<file path="src/hw/rtl/stsub_norm.sv">
`timescale 1ns / 1ps
// ----------------------------------------------------------------------------
// Vector normalizer
// Scales a 3-vector to unit length, correctly rounded, with one shared
// multiplier and a bit-by-bit search of each component.
// ----------------------------------------------------------------------------
module stsub_norm #(
    parameter int FRAC_BITS = 14,
    parameter int CW        = 17
) (
    input  logic                i_clk,
    input  logic                i_rst_n,
    input  logic                i_start,
    input  logic [3*CW-1:0]     i_vec,
    output logic                o_done,
    output logic [3*CW-1:0]     o_vec
);

    localparam int QW  = FRAC_BITS + 1;
    // Trial values reach about 2^(FRAC_BITS+2), so their square needs two
    // bits beyond twice the quotient width.
    localparam int TW  = 2 * QW + 2;
    localparam int SQW = 2 * CW;
    localparam int NW  = 2 * CW + 2;
    localparam int MA  = (CW > TW) ? CW : TW;
    localparam int MB  = NW;
    localparam int PW  = MA + MB;
    localparam int BW  = $clog2(QW);

    localparam logic [1:0] S_IDLE = 2'd0;
    localparam logic [1:0] S_SQ   = 2'd1;
    localparam logic [1:0] S_TSQ  = 2'd2;
    localparam logic [1:0] S_TMUL = 2'd3;

    logic [1:0]            r_state;
    logic [CW-1:0]         r_mag [3];
    logic                  r_neg [3];
    logic [SQW-1:0]        r_sq  [3];
    logic [NW-1:0]         r_n;
    logic [TW-1:0]         r_t2;
    logic [QW-1:0]         r_q;
    logic [BW-1:0]         r_bit;
    logic [1:0]            r_comp;
    logic [CW-1:0]         r_res [3];
    logic                  r_done;

    logic [QW-1:0]         trial_q;
    logic [QW:0]           trial_t;
    logic [MA-1:0]         mul_a;
    logic [MB-1:0]         mul_b;
    logic [PW-1:0]         mul_p;
    logic [PW-1:0]         rhs;
    logic [QW-1:0]         q_next;
    logic signed [CW-1:0]  q_signed;

    always_comb begin
        trial_q = r_q | (QW'(1) << r_bit);
        trial_t = {trial_q, 1'b0} - (QW+1)'(1);
        case (r_state)
            S_SQ: begin
                mul_a = MA'(r_mag[r_comp]);
                mul_b = MB'(r_mag[r_comp]);
            end
            S_TSQ: begin
                mul_a = MA'(trial_t);
                mul_b = MB'(trial_t);
            end
            S_TMUL: begin
                mul_a = MA'(r_t2);
                mul_b = r_n;
            end
            default: begin
                mul_a = '0;
                mul_b = '0;
            end
        endcase
        mul_p    = PW'(mul_a) * PW'(mul_b);
        rhs      = PW'({r_sq[r_comp], (2*QW)'(0)});
        q_next   = (mul_p <= rhs) ? trial_q : r_q;
        q_signed = CW'(q_next);
    end

    always_ff @(posedge i_clk) begin
        if (!i_rst_n) begin
            r_state <= S_IDLE;
            r_done  <= 1'b0;
            r_comp  <= '0;
        end else begin
            r_done <= 1'b0;
            case (r_state)
                S_IDLE: begin
                    if (i_start) begin
                        r_state <= S_SQ;
                        r_comp  <= '0;
                    end
                end
                S_SQ: begin
                    if (r_comp == 2'd2) begin
                        r_comp  <= '0;
                        r_state <= S_TSQ;
                    end else begin
                        r_comp <= r_comp + 2'd1;
                    end
                end
                S_TSQ: begin
                    r_state <= S_TMUL;
                end
                S_TMUL: begin
                    r_state <= S_TSQ;
                    if (r_bit == '0) begin
                        if (r_comp == 2'd2) begin
                            r_done  <= 1'b1;
                            r_state <= S_IDLE;
                        end else begin
                            r_comp <= r_comp + 2'd1;
                        end
                    end
                end
                default: r_state <= S_IDLE;
            endcase
        end
    end

    // Datapath registers.
    always_ff @(posedge i_clk) begin
        case (r_state)
            S_IDLE: begin
                if (i_start) begin
                    for (int c = 0; c < 3; c++) begin
                        r_neg[c] <= i_vec[c*CW + CW - 1];
                        r_mag[c] <= i_vec[c*CW + CW - 1] ? (CW'(0) - i_vec[c*CW +: CW])
                                                         : i_vec[c*CW +: CW];
                    end
                    r_n <= '0;
                end
            end
            S_SQ: begin
                r_sq[r_comp] <= SQW'(mul_p);
                r_n          <= r_n + NW'(mul_p);
                r_q          <= '0;
                r_bit        <= BW'(FRAC_BITS);
            end
            S_TSQ: begin
                r_t2 <= TW'(mul_p);
            end
            S_TMUL: begin
                if (r_bit == '0) begin
                    // A zero-length vector normalizes to zero.
                    if (r_n == '0) begin
                        r_res[r_comp] <= '0;
                    end else begin
                        r_res[r_comp] <= r_neg[r_comp] ? (-q_signed) : q_signed;
                    end
                    r_q   <= '0;
                    r_bit <= BW'(FRAC_BITS);
                end else begin
                    r_q   <= q_next;
                    r_bit <= r_bit - BW'(1);
                end
            end
            default: ;
        endcase
    end

    assign o_done = r_done;
    assign o_vec  = {r_res[2], r_res[1], r_res[0]};

endmodule

</file>
<file path="config.mk">
export PLATFORM = sky130hd
export DESIGN_NAME = stsub_norm
export DESIGN_NICKNAME = d
export VERILOG_FILES = /design/src/hw/rtl/stsub_norm.sv
export SDC_FILE = /design/constraint.sdc
export NUM_CORES = 2
export LEC_CHECK = 0
export ABC_CLOCK_PERIOD_IN_PS = 30300
export BUFFER_PORTS_ARGS = -buffer_cell sky130_fd_sc_hd__buf_4
export CORE_UTILIZATION = 40
export DETAILED_ROUTE_END_ITERATION = 10
export HOLD_SLACK_MARGIN = 0.1
export PLACE_DENSITY_LB_ADDON = 0.08
export SYNTH_ARGS = -nofsm -noshare
export SYNTH_HDL_FRONTEND = slang
export SYNTH_SLANG_ARGS = --single-unit
</file>
<file path="constraint.sdc">
create_clock -name i_clk -period 30.3 [get_ports i_clk]
set_clock_uncertainty 0.1 [all_clocks]
set_input_delay 7.575 -clock i_clk [delete_from_list [all_inputs] [get_ports i_clk]]
set_output_delay 7.575 -clock i_clk [all_outputs]
set_load 0.1 [all_outputs]
</file>
==> impl_metrics.toml <==
[final_layout]
area_growth_pct = 8.226
nets = 7187
final_common_cell = "inv_1"
multiInputGateArea_mm2 = 0.03864
drive_gt1_share_pct = 6.420
register_area_mm2 = 0.008979
fill_cells = 13218
mostFrequentLayoutCells = "1110 x inv_1, 1017 x fa_1, 907 x nand2_1"

[timing]
fmax_ghz = 0.05746
fin_crit_ps = 17400
tightestPinTransition_ps = 1374
report.final.hold_viol_count = 0
slew_headroom_pct = 8.419
finalSetupViolCount = 0
tns_ps = 0
fin_crit_sh_pct = 57.43
rsz0062_at_grt = "no"
whs_ps = 542.4
slew_viol_final = 0

[grt]
grt.total_usage_pct = 29.29
met1_usage_pct = 41.83
met3_usage_pct = 2.844
grt_overflow = 0
grt-busiest-layer = "met2"
antenna_found_initial = 11
grt_pass1_wl_um = 285200
grt_max_degree = 61
first_global_vias = 42715
use_met2_pct = 46.50

[setup_path]
crit_path_start_kind = "flop"
end_kind = "flop"
path_class = "flop to flop"
reg2reg_from = "r_bit[0]$_SDFFCE_PP0P_"
critPathMaxStageDelay_ps = 810
r2r_setup_slack_ps = 12900
crit_end = "r_res[2][14]$_DFFE_PP_"
r2r_cells = 59
crit_top_cell = "fa_1"
crit_fanout = 26
cp_data_arrival_time_ps = 17550
crit_slowest_cell = "a21oi_4"
required_ps = 30450
reg2reg_to = "r_res[2][14]$_DFFE_PP_"
cp-startpoint = "r_bit[0]$_SDFFCE_PP0P_"

[floorplan]
num_rows = 132
die_h_um = 365.2
die-area_mm2 = 0.1334
initial_core_util_pct = 40.54
io_pins = 106
core_mm2 = 0.1301
die_w_um = 365.2

[detailed_routing]
vias = 41024
drc_errors = 0
via_per_inst = 5.442
drt-initial-drc-count = 3228
wire_per_inst_um = 25.23
drt_pass1_iterations = 6
ant_nets = 0
wirelength_um = 190200

[synth]
synth_flop_cell = "edfxtp_1"
ys_seq_elements = 301
syn_avg_cell_area_um2 = 9.158
syn_nets = 7183
ys_seq_area_share_pct = 17.00
yosys.area.top_type_share_pct = 38.58
synthCells = 5762
ys_warn_count = 0
synth_edf_count = 294
synth_top_cell_by_area = "fa_1"
netlist_area_mm2 = 0.05277
synth_area_leaders = "fa_1 39%, edfxtp_1 17%, ha_1 8.3%"
yosys.cell_types.count = 92
async_flop_share_pct = 0

[cts]
cts_tree = "built"
clock_tree.buffer_depth = 3
path_clk_slew_ps = 60
insertion_delay_ps = 570
cts_buffers = 36
cts_resized = 0
postCtsHoldBufs = 0
cts_setup_buffers = 0
cts-root-buf = "clkbuf_16"
h-tree-depth = 2
cts_sinks = 301

[job]
cap_violations = 0

[min_path]
min_path_type = "flop to flop"

[placement]
io_buffers = 105
routabilityCongestion = 0.9639
post-dp-hpwl_um = 151000

[outcome]
status = "finished, final reports clean"

[power_and_ir_drop]
power_w = 0.001538
p_leak_nw = 26.49
power.density_mw_per_mm2 = 26.93
irDropWorstVdd_mv = 0.04333
## critical path: cells and delay by family (launching register included)
kind / cells / cell delay, ps
AOI/OAI and AO/OA: 17 / 5450
and+or+nand+nor: 22 / 4810
xor gates and xnor gates: 2 / 330
buffers and inverters: 6 / 560
DFF: 1 / 420
adders and majority gates: 12 / 5330
## per-layer routing
| layer | vias up | part of all wire [%] | wire, um |
|---|---|---|---|
| li1 | 17854 | - | - |
| met1 | 21465 | 44 | 84560 |
| met2 | 1423 | 46 | 86640 |
| met3 | 280 | 5.8 | 11130 |
| met4 | 2 | 4.1 | 7852 |
| met5 | - | 0.0068 | 13 |
## where the power goes
| group | internal [W] | leakage [nW] | switching (W) |
|---|---|---|---|
| sequential | 0.000500 | 2.75 | 0.0000249 |
| clock | 0.000262 | 0.581 | 0.000188 |
| combinational | 0.000168 | 23.2 | 0.000395 |
## how the worst min path moves through the flow
stage | end | slack, ps | cells after the start | startpoint
after floorplan | flop | 470 | 3 | r_comp[1]$_SDFFE_PN0P_
after global placement | r_comp[1]$_SDFFE_PN0P_ | 530 | 3 | r_comp[1]$_SDFFE_PN0P_
after detailed placement | flop | 530 | 2 | r_comp[0]$_SDFFE_PN0P_
after CTS | flop | 540 | 2 | r_comp[0]$_SDFFE_PN0P_
after global routing | r_bit[0]$_SDFFCE_PP0P_ | 590 | 1 | r_bit[0]$_SDFFCE_PP0P_
final | r_comp[1]$_SDFFE_PN0P_ | 540 | 3 | r_comp[1]$_SDFFE_PN0P_
## registers in the layout, summed over array words and instances, names as in the netlist, named ones only
register and count:
o_done 1, r_state 2, r_mag 51, r_res 51, r_sq 102, r_n 36
r_t2 32, r_neg 3, r_bit 4, r_q 15, r_comp 2
## area by class of cell
cell class	instances	share of cell area (%)
Antenna cell	2	0.008764
Clock buffer	45	1.674
Clock inverter	21	0.4470
Inverter	1111	7.302
Multi-Input combinational cell	4060	67.66
Sequential cell	301	15.72
Tap cell	1742	3.817
Timing Repair Buffer	256	3.365
## kinds of logic after synthesis
| family | count (synthesis) | share of synthesized area (%) |
|---|---|---|
| muxes | 58 | 1.105 |
| buffers and inverters | 1401 | 10.03 |
| adders and majority gates | 1367 | 46.88 |
| DFF | 301 | 17.00 |
| and+or+nand+nor | 1876 | 15.22 |
| AOI/OAI and AO/OA | 622 | 7.493 |
| xor gates and xnor gates | 137 | 2.274 |
## per-stage QoR
step	util (%)	cell area, um2	worst slack, ps	instances
finish	43.88	57110	12900	7538
global route	43.88	57100	11680	7537
CTS	43.88	57100	13050	7536
detailed placement	42.95	55890	13160	7470
global placement	42.95	55890	13670	7470
floorplan	-	52770	16100	5762
## Yosys cell counts (23+ instances only)
cell,number
inv_1,1110
fa_1,1017
nand2_1,907
nor2_1,566
ha_1,350
edfxtp_1,294
clkbuf_1,251
a21oi_1,228
and2_1,100
xnor2_1,100
o21ai_0,94
a21o_1,93
and3_1,60
mux2i_1,56
nor3_1,53
nand3_1,43
xor2_1,37
o21a_1,27
nand4_1,26
or3_1,23
No activity file was read; power rests on OpenSTA's default activity.
